==> config.mk <==
export PLATFORM = sky130hd
export DESIGN_NAME = double_ended_queue
export DESIGN_NICKNAME = d
export VERILOG_FILES = /design/src/rtl/core/dq_pkg.sv /design/src/rtl/core/double_ended_queue.sv /design/src/rtl/core/dq_cell.sv
export SDC_FILE = /design/constraint.sdc
export NUM_CORES = 1
export LEC_CHECK = 0
export ABC_CLOCK_PERIOD_IN_PS = 4120
export BUFFER_PORTS_ARGS = -buffer_cell sky130_fd_sc_hd__buf_2
export CORE_MARGIN = 10
export CORE_UTILIZATION = 45
export DETAILED_ROUTE_END_ITERATION = 8
export PLACE_DENSITY = 0.64
export SYNTH_ARGS = -nofsm -noshare
export SYNTH_HDL_FRONTEND = slang
export SYNTH_SLANG_ARGS = --single-unit
==> constraint.sdc <==
create_clock -name clk_i -period 4.12 [get_ports clk_i]
set_clock_uncertainty 0.05 [all_clocks]
set_input_delay 0.618 -clock clk_i [delete_from_list [all_inputs] [get_ports clk_i]]
set_output_delay 0.618 -clock clk_i [all_outputs]
set_load 0.01 [all_outputs]
==> src/rtl/core/dq_pkg.sv <==
// shared types and codes for the double-ended queue
`timescale 1ns / 1ps

package dq_pkg;

  // command codes carried on the input transfer
  typedef enum logic [2:0] {
    CMD_PUSH_BACK  = 3'd0,
    CMD_PUSH_FRONT = 3'd1,
    CMD_POP_BACK   = 3'd2,
    CMD_POP_FRONT  = 3'd3,
    CMD_QUERY      = 3'd4
  } cmd_e;

  // error codes carried on the result transfer
  typedef enum logic [1:0] {
    ERR_NONE  = 2'd0,
    ERR_FULL  = 2'd1,
    ERR_EMPTY = 2'd2
  } err_e;

  // operation broadcast to every storage cell
  typedef enum logic [2:0] {
    OP_HOLD        = 3'd0,
    OP_SHIFT_RIGHT = 3'd1,
    OP_SHIFT_LEFT  = 3'd2,
    OP_PUSH_TAIL   = 3'd3,
    OP_POP_TAIL    = 3'd4
  } cell_op_e;

endpackage

==> src/rtl/core/double_ended_queue.sv <==
// double-ended queue top level: command decode, cell chain and result port
// result: offered in the cycle after its command transfer
// throughput: one command per cycle while results are taken; each command
//   moves the whole cell chain by at most one place
// reset: all cells empty, count zero, no result pending; words need no reset
`timescale 1ns / 1ps

module double_ended_queue import dq_pkg::*; #(
  parameter int DEPTH      = 16,
  parameter int DATA_WIDTH = 32,
  localparam int CntW      = $clog2(DEPTH + 1)
) (
  input  logic                  clk_i,
  input  logic                  rst_ni,
  input  logic                  in_valid_i,
  output logic                  in_ready_o,
  input  logic [2:0]            command_i,
  input  logic [DATA_WIDTH-1:0] data_in_i,
  output logic                  out_valid_o,
  input  logic                  out_ready_i,
  output logic [DATA_WIDTH-1:0] front_value_o,
  output logic [DATA_WIDTH-1:0] back_value_o,
  output logic [CntW-1:0]       occupancy_o,
  output logic                  is_empty_o,
  output logic [1:0]            error_code_o
);

  logic                  out_valid_q, out_valid_d;
  err_e                  err_q, err_d;
  logic [CntW-1:0]       count_q, count_d;
  cell_op_e              cell_op;
  logic                  in_xfer;
  logic                  is_full;
  logic                  is_zero;
  logic [DEPTH-1:0]      cell_valid;
  logic [DATA_WIDTH-1:0] cell_data [DEPTH];
  logic [DATA_WIDTH-1:0] cell_tail [DEPTH];
  logic [DATA_WIDTH-1:0] back_word;

  // a new command may enter once the pending result leaves
  assign in_ready_o = !out_valid_q || out_ready_i;
  assign in_xfer    = in_valid_i && in_ready_o;
  assign is_full    = (count_q == CntW'(DEPTH));
  assign is_zero    = (count_q == '0);

  // command decode into cell op, count update and error
  always_comb begin
    cell_op = OP_HOLD;
    count_d = count_q;
    err_d   = err_q;
    if (in_xfer) begin
      err_d = ERR_NONE;
      case (cmd_e'(command_i))
        CMD_PUSH_BACK, CMD_PUSH_FRONT: begin
          if (is_full) begin
            err_d = ERR_FULL;
          end else begin
            cell_op = (cmd_e'(command_i) == CMD_PUSH_BACK) ? OP_PUSH_TAIL : OP_SHIFT_RIGHT;
            count_d = count_q + CntW'(1);
          end
        end
        CMD_POP_BACK, CMD_POP_FRONT: begin
          if (is_zero) begin
            err_d = ERR_EMPTY;
          end else begin
            cell_op = (cmd_e'(command_i) == CMD_POP_BACK) ? OP_POP_TAIL : OP_SHIFT_LEFT;
            count_d = count_q - CntW'(1);
          end
        end
        default: begin
          cell_op = OP_HOLD;
        end
      endcase
    end
  end

  // result handshake
  always_comb begin
    out_valid_d = out_valid_q;
    if (in_xfer) begin
      out_valid_d = 1'b1;
    end else if (out_ready_i) begin
      out_valid_d = 1'b0;
    end
  end

  // control registers
  always_ff @(posedge clk_i or negedge rst_ni) begin
    if (!rst_ni) begin
      out_valid_q <= 1'b0;
      count_q     <= '0;
      err_q       <= ERR_NONE;
    end else begin
      out_valid_q <= out_valid_d;
      count_q     <= count_d;
      err_q       <= err_d;
    end
  end

  // chain of cells, front at cell zero
  for (genvar i = 0; i < DEPTH; i++) begin : g_cell
    logic                  left_valid, right_valid;
    logic [DATA_WIDTH-1:0] left_data, right_data;

    if (i == 0) begin : g_head
      assign left_valid = 1'b1;
      assign left_data  = data_in_i;
    end else begin : g_mid
      assign left_valid = cell_valid[i-1];
      assign left_data  = cell_data[i-1];
    end

    if (i == DEPTH - 1) begin : g_last
      assign right_valid = 1'b0;
      assign right_data  = '0;
    end else begin : g_inner
      assign right_valid = cell_valid[i+1];
      assign right_data  = cell_data[i+1];
    end

    dq_cell #(
      .DATA_WIDTH (DATA_WIDTH)
    ) u_cell (
      .clk_i         (clk_i),
      .rst_ni        (rst_ni),
      .op_i          (cell_op),
      .push_data_i   (data_in_i),
      .left_valid_i  (left_valid),
      .left_data_i   (left_data),
      .right_valid_i (right_valid),
      .right_data_i  (right_data),
      .valid_o       (cell_valid[i]),
      .data_o        (cell_data[i]),
      .tail_data_o   (cell_tail[i])
    );
  end

  // only the last occupied cell drives a nonzero tail word
  always_comb begin
    back_word = '0;
    for (int i = 0; i < DEPTH; i++) begin
      back_word = back_word | cell_tail[i];
    end
  end

  // result fields
  assign front_value_o = cell_valid[0] ? cell_data[0] : '0;
  assign back_value_o  = back_word;
  assign occupancy_o   = count_q;
  assign is_empty_o    = is_zero;
  assign error_code_o  = err_q;
  assign out_valid_o   = out_valid_q;

endmodule

==> src/rtl/core/dq_cell.sv <==
// one storage cell of the queue chain: a word and its valid bit
`timescale 1ns / 1ps

module dq_cell import dq_pkg::*; #(
  parameter int DATA_WIDTH = 32
) (
  input  logic                  clk_i,
  input  logic                  rst_ni,
  input  cell_op_e              op_i,
  input  logic [DATA_WIDTH-1:0] push_data_i,
  input  logic                  left_valid_i,
  input  logic [DATA_WIDTH-1:0] left_data_i,
  input  logic                  right_valid_i,
  input  logic [DATA_WIDTH-1:0] right_data_i,
  output logic                  valid_o,
  output logic [DATA_WIDTH-1:0] data_o,
  output logic [DATA_WIDTH-1:0] tail_data_o
);

  logic                  valid_q, valid_d;
  logic [DATA_WIDTH-1:0] data_q, data_d;
  logic                  data_we;

  // local next state from the broadcast op and the two neighbors
  always_comb begin
    valid_d = valid_q;
    data_d  = data_q;
    data_we = 1'b0;
    case (op_i)
      OP_SHIFT_RIGHT: begin
        valid_d = left_valid_i;
        data_d  = left_data_i;
        data_we = 1'b1;
      end
      OP_SHIFT_LEFT: begin
        valid_d = right_valid_i;
        data_d  = right_data_i;
        data_we = 1'b1;
      end
      OP_PUSH_TAIL: begin
        // first empty cell behind the occupied run takes the word
        if (left_valid_i && !valid_q) begin
          valid_d = 1'b1;
          data_d  = push_data_i;
          data_we = 1'b1;
        end
      end
      OP_POP_TAIL: begin
        // last occupied cell lets go
        if (valid_q && !right_valid_i) begin
          valid_d = 1'b0;
        end
      end
      default: begin
        valid_d = valid_q;
      end
    endcase
  end

  // valid bit
  always_ff @(posedge clk_i or negedge rst_ni) begin
    if (!rst_ni) begin
      valid_q <= 1'b0;
    end else begin
      valid_q <= valid_d;
    end
  end

  // word storage
  always_ff @(posedge clk_i) begin
    if (data_we) begin
      data_q <= data_d;
    end
  end

  assign valid_o     = valid_q;
  assign data_o      = data_q;
  assign tail_data_o = (valid_q && !right_valid_i) ? data_q : '0;

endmodule

# After elaboration in Yosys (flattened, before gate mapping)
# Index checks and enable logic that the tools add are counted.
dict set report classes {
  addsub 2
  eq_ne 41
  mux 141
  bitwise_logic 15
  reduce_logical 79
}
# cell count
set op_table {}
lappend op_table {{one-hot mux 32 bit (3 select lines)} 16}
lappend op_table {{2-to-1 mux 32 bit} 33}
lappend op_table {{OR 32 bit} 15}
lappend op_table {{AND reduction 3 bit} 30}
lappend op_table {{!= test 2 x 1 -> 1 bit, second input constant} 30}
lappend op_table {{one-hot mux 1 bit (4 select lines)} 14}
lappend op_table {{2-to-1 mux 1 bit} 49}
lappend op_table {{one-hot mux 1 bit (2 select lines)} 16}
lappend op_table {{logical AND 1 bit} 16}
lappend op_table {{logical NOT 1 bit} 16}
lappend op_table {{equality test 3 x 2 -> 1 bit, second input constant} 4}
lappend op_table {{2-to-1 mux 5 bit} 2}
lappend op_table {{one-hot mux 5 bit (2 select lines)} 1}
lappend op_table {{OR reduction 2 bit} 5}
lappend op_table {{2-to-1 mux 3 bit} 3}
lappend op_table {{nonzero test 3 bit} 3}
lappend op_table {{equality test 3 x 1 -> 1 bit, second input constant} 2}
lappend op_table {{2-to-1 mux 2 bit} 3}
lappend op_table {{!= test 2 bit, second input constant} 3}
lappend op_table {{one-hot mux 1 bit (3 select lines)} 2}
lappend op_table {{one-hot mux 3 bit (2 select lines)} 1}
lappend op_table {{adder 5 x 1 -> 5 bit, second input constant} 1}
lappend op_table {{equality test 5 bit, second input constant} 1}
lappend op_table {{logical NOT 5 bit} 1}
lappend op_table {{9 further kinds} 11}
dict set report totals {
  ff_bits 536
  in_bits 39
  output_inout_bits 74
  word_cells 313
}

# Longest topological paths before layout
dict set report depth {
  depth_word 18
  mapped_depth 9
  mapped_depth_nobuf 7
}

# Modules after synthesis
# A second synthesis with hierarchy kept.
dict set report hier_totals {
  hier_cells 3228
  hier_area_um2 33186.8
}
# mod instances cells_per_inst area_per_inst_um2 seq_area_each_um2
set modules_own_cells {}
lappend modules_own_cells {dq_cell 16 186 1964.4 985.9}
lappend modules_own_cells {double_ended_queue 1 252 1756.7 200.2}

# Worst setup path before layout
# OpenSTA, ideal clock, no wires.
dict set report synth_path {
  kind {register to register}
  from {register count_q[0], in the netlist occupancy_o[0]}
  to {register g_cell[0].u_cell.data_q[0], enable pin}
  setup_time_ns 0.432
  arrival_time_ns 3.337
  required_ns 3.638
  path_slack_ns 0.302
  path_stages_with_launch 9
  path_buffers 3
  synth_period_minus_slack_ns 3.818
  cell_sequence {dfrtp_1 nor4_1 a21o_1 buf_4 or2_2 buf_4 clkbuf_1 nor2_1 a21oi_1}
}
dict set report synth_via {
  elab_chain_len 8
  elab_cells_between_ends 14
  cone_classes {5 x eq/ne; 5 x mux; 4 x reduce/logical}
}
# item line
set synth_rtl {}
lappend synth_rtl {{start: declaration} double_ended_queue.sv:30} ;# logic [CntW-1:0] count_q, count_d;
lappend synth_rtl {{start signal: assignment} double_ended_queue.sv:95} ;# count_q <= count_d;
lappend synth_rtl {{equality test 5 bit or logical NOT 5 bit (tied branches)} {double_ended_queue.sv:43, double_ended_queue.sv:44}}
lappend synth_rtl {{2-to-1 mux 2 bit or 2-to-1 mux 3 bit (tied branches)} {double_ended_queue.sv:55, double_ended_queue.sv:63}}
lappend synth_rtl {{one-hot mux 3 bit (2 select lines) (*)} double_ended_queue.sv:53} ;# case (cmd_e'(command_i))
lappend synth_rtl {{2-to-1 mux 3 bit (*)} double_ended_queue.sv:51} ;# if (in_xfer) begin
lappend synth_rtl {{equality test 3 x 1 -> 1 bit or equality test 3 x 2 -> 1 bit (tied branches)} dq_cell.sv:29} ;# case (op_i)
lappend synth_rtl {{OR reduction 2 bit (no line)} --}
lappend synth_rtl {{one-hot mux 1 bit (2 select lines)} dq_cell.sv:29}
lappend synth_rtl {{AND reduction 3 bit (no line) (*)} --}
lappend synth_rtl {{end signal: assignment} dq_cell.sv:72} ;# data_q <= data_d;
lappend synth_rtl {{end: declaration} dq_cell.sv:21} ;# logic [DATA_WIDTH-1:0] data_q, data_d;
# Mark *: on every way between the ends. The rest lies on a longest branch, timed or not.
# A chain may end at the register's enable or synchronous reset.

# Final worst setup path
dict set report layout_path {
  from {register g_cell[11].u_cell.valid_q}
  to {output port back_value_o[10]}
}
dict set report layout_via {
  elab_chain_len 9
  elab_cells_between_ends 11
  cone_classes {2 x mux; 6 x bitwise; 3 x reduce/logical}
}
# item line
set layout_rtl {}
lappend layout_rtl {{start: declaration} dq_cell.sv:20} ;# logic valid_q, valid_d;
lappend layout_rtl {{start signal: assignment} dq_cell.sv:65} ;# valid_q <= valid_d;
lappend layout_rtl {{logical NOT 1 bit} dq_cell.sv:78} ;# assign tail_data_o = (valid_q && !right_valid_i) ? data_q : '0;
lappend layout_rtl {{logical AND 1 bit} dq_cell.sv:78}
lappend layout_rtl {{2-to-1 mux 32 bit} dq_cell.sv:78}
lappend layout_rtl {{OR 32 bit} double_ended_queue.sv:142} ;# back_word = back_word | cell_tail[i];
lappend layout_rtl {{OR 32 bit (*) (5 in a row)} double_ended_queue.sv:142}
lappend layout_rtl {{end: declaration} double_ended_queue.sv:22} ;# output logic [DATA_WIDTH-1:0] back_value_o,
# Marked as above.

==> results.py <==
metrics = {
    "outcome": {
        "status": "finished clean",
    },
    "power_and_ir_drop": {
        "p_per_area_nw_per_um2": 553,
        "switching_power_mw": 6.36,
        "pwr-share-clk_pct": 29.3,
        "vdd_drop_max_uv": 358,
        "p_int_mw": 11.4,
        "power_frac_seq_pct": 38.5,
        "combPwrFrac_pct": 32.2,
        "switching_share_pct": 35.9,
        "p_leak_nw": 11.8,
    },
    "die": {
        "die_x_um": 271,
        "die-area_um2": 73200,
        "io_pins": 113,
        "start_util_pct": 45.6,
        "coreArea_um2": 61900,
        "die_h_um": 271,
        "row_count": 91,
    },
    "route": {
        "drt_iter0_markers": 3555,
        "dr.pass1.iters": 6,
        "drc": 0,
        "antenna_left": 0,
        "viasPerCell": 6.40,
        "wl_mm": 97.8,
        "vias": 24200,
        "wl_per_cell_um": 25.9,
    },
    "global_routing": {
        "grt-busiest-layer": "met2",
        "gr-usage-met3_pct": 4.53,
        "first_global_vias": 22400,
        "grt_overflow_total": 0,
        "antenna_found_initial": 0,
        "grt_pass1_wl_mm": 145,
        "use_met2_pct": 39.9,
        "grt_start_max_net_pins": 253,
        "grtUsageMet1_pct": 35.0,
        "grt_util_all_layers_pct": 25.6,
    },
    "worst_setup_path": {
        "slowest_stage": "nor2b_4",
        "r2r_slack_ns": 0.92,
        "critPathLaunchType": "register",
        "r2r_end": "g_cell[2].u_cell.data_o[26]",
        "critPathKind": "register to output pin",
        "crit_path_start": "g_cell[11].u_cell.valid_o",
        "r2r_cells": 6,
        "critical_path_arrival_ns": 3.10,
        "r2r_start": "occupancy_o[0]",
        "cpPeakStageDelay_ns": 0.82,
        "worst_setup_path_end_kind": "output pin",
        "crit_required_ns": 3.45,
        "path_max_fanout": 18,
        "worstPathCellList": "nor2b_4 -> buf_4 -> a22o_1 -> a221oi_1 -> nand4_1 -> buf_2",
    },
    "yosys": {
        "synth_area_um2": 28300,
        "synth-async-reset-ratio_pct": 4.48,
        "ys.warnings.count": 0,
        "ys_seq_area_share_pct": 56.5,
        "synth_seq_cells": 536,
        "syn_nets": 2923,
        "synth_edf_count": 512,
        "ys.flop_type": "edfxtp_1",
        "synthCells": 2880,
        "ys_types": 44,
        "avgSynthCellArea_um2": 9.81,
    },
    "layout": {
        "multi_input_area_um2": 11200,
        "diodes": 0,
        "regArea_um2": 16000,
        "nNetsFinal": 2944,
        "fill_cells": 5590,
        "layout-drive-gt1-share_pct": 14.0,
        "syn2layout_area_growth_pct": 13.5,
        "final_cell_mix": "nand2_1, edfxtp_1, o21ai_0",
        "post-route-util_pct": 51.8,
        "final_common_cell": "nand2_1",
    },
    "clock_tree": {
        "cts_buffer_depth": 3,
        "clock_latency_ns": 0.62,
        "ctsHtreeMaxLevel": 2,
        "clk_pin_slew_ns": 0.06,
        "cts_root_buf": "clkbuf_16",
        "cts_inserted_buffers": 58,
        "cts_tree": "built",
        "clock-sinks": 536,
    },
    "sta": {
        "rsz0062_at_grt": "no",
        "fin_tns_setup_ns": 0,
        "max_freq_mhz": 265,
        "hold_viol": 0,
        "timing.hold.ws_ns": 0.178,
        "post-route-min-period_ns": 3.77,
        "max_slew.worst_pin.slew_ns": 1.18,
        "period_share_pct": 91.6,
        "slew_headroom_pct": 21.2,
        "final-setup-viol-count": 0,
        "timing.final.max_slew_violations": 0,
    },
    "placement": {
        "gp_congestion": 0.893,
        "numPortBuffers": 112,
        "hpwl_mm": 60.0,
    },
    "hold_path": {
        "hold_depth": 2,
        "worstHoldEndpoint": "error_code_o[0]",
        "hp-class": "input pin to register",
        "min_from": "command_i[2]",
    },
    "job": {
        "cap_violations": 0,
    },
}
[worst max-delay path by stage]
stage                                               to  slack, ns  depth (start not counted)
after floorplan             g_cell[0].u_cell.data_o[0]       0.30                          8
after global placement    g_cell[12].u_cell.data_o[10]       0.95                          7
after detailed placement  g_cell[12].u_cell.data_o[10]       0.96                          7
after CTS                              back_value_o[2]       0.39                          7
after global routing                  back_value_o[10]       0.35                          6
final                                 back_value_o[10]       0.35                          6
[cell families after synthesis]
logic type,Yosys count,synth area share [%]
buffers and inverters,326,4.79
muxes,48,1.91
adders and majority gates,4,0.204
xor gates and xnor gates,5,0.155
DFF,536,56.5
and+or+nand+nor,718,10.8
AOI/OAI and AO/OA,1243,25.6
[layout make-up]
class | count | area share [%]
Tap cell | 837 | 3.27
Clock buffer | 72 | 4.76
Sequential cell | 536 | 49.8
Clock inverter | 34 | 0.995
Timing Repair Buffer | 249 | 5.82
Inverter | 38 | 0.445
Multi-Input combinational cell | 2018 | 34.9
[metal layers]
metal / vias to the layer above / wire length (µm)
met5: - / 0
met4: 0 / 4080
met3: 267 / 11300
met2: 1549 / 44200
met1: 11600 / 38300
li1: 10800 / -
[cell usage after synthesis (all sizes together) (32+ instances only)]
master / count / area (µm²)
nand4: 32 / 200
edfxtp: 512 / 15400
nor3: 47 / 235
a22o: 104 / 911
nand2: 517 / 1940
mux2: 48 / 541
buf: 84 / 444
inv: 38 / 143
clkbuf: 204 / 766
a221oi: 128 / 1120
a21oi: 453 / 2270
o21ai: 505 / 2530
nor2: 50 / 188
[power groups by stage]
stage	combinational, mW	clock [mW]	sequential [mW]
detailed placement	5.57	0	6.93
CTS	5.58	5.25	6.82
floorplan	3.13	0	6.68
finish	5.70	5.20	6.83
global route	5.95	5.48	6.87
global placement	5.51	0	6.92
[state kept, by name, indices dropped and copies added, names as in the netlist]
| signal | cells |
|---|---|
| occupancy_o | 5 |
| g_cell.u_cell.valid_o | 16 |
| out_valid_o | 1 |
| g_cell.u_cell.data_o | 512 |
| error_code_o | 2 |
[timing repair]
action,CTS,global route
setup buffers,0,0
gates resized for setup,0,0
hold buffers,1,0
setup endpoints to repair,0,0
endpoints found under the hold margin,24,0
[critical path: cells and delay by family, from the launching register on]
family	cells	cell delay (ns)
AOI/OAI and AO/OA	2	0.24
buffers and inverters	2	0.55
DFF	1	0.66
and+or+nand+nor	2	1.02
[through the flow]
step                instance area (µm²)  power, mW  setup WS [ns]  instances
floorplan                         28300       9.80          0.302       2880
global placement                  30200       12.4          0.950       3677
detailed placement                30200       12.5          0.956       3677
CTS                               32100       17.6          0.395       3784
global route                      32100       18.3          0.349       3784
finish                            32100       17.7          0.348       3784
Power figures use the tool's default switching activity.
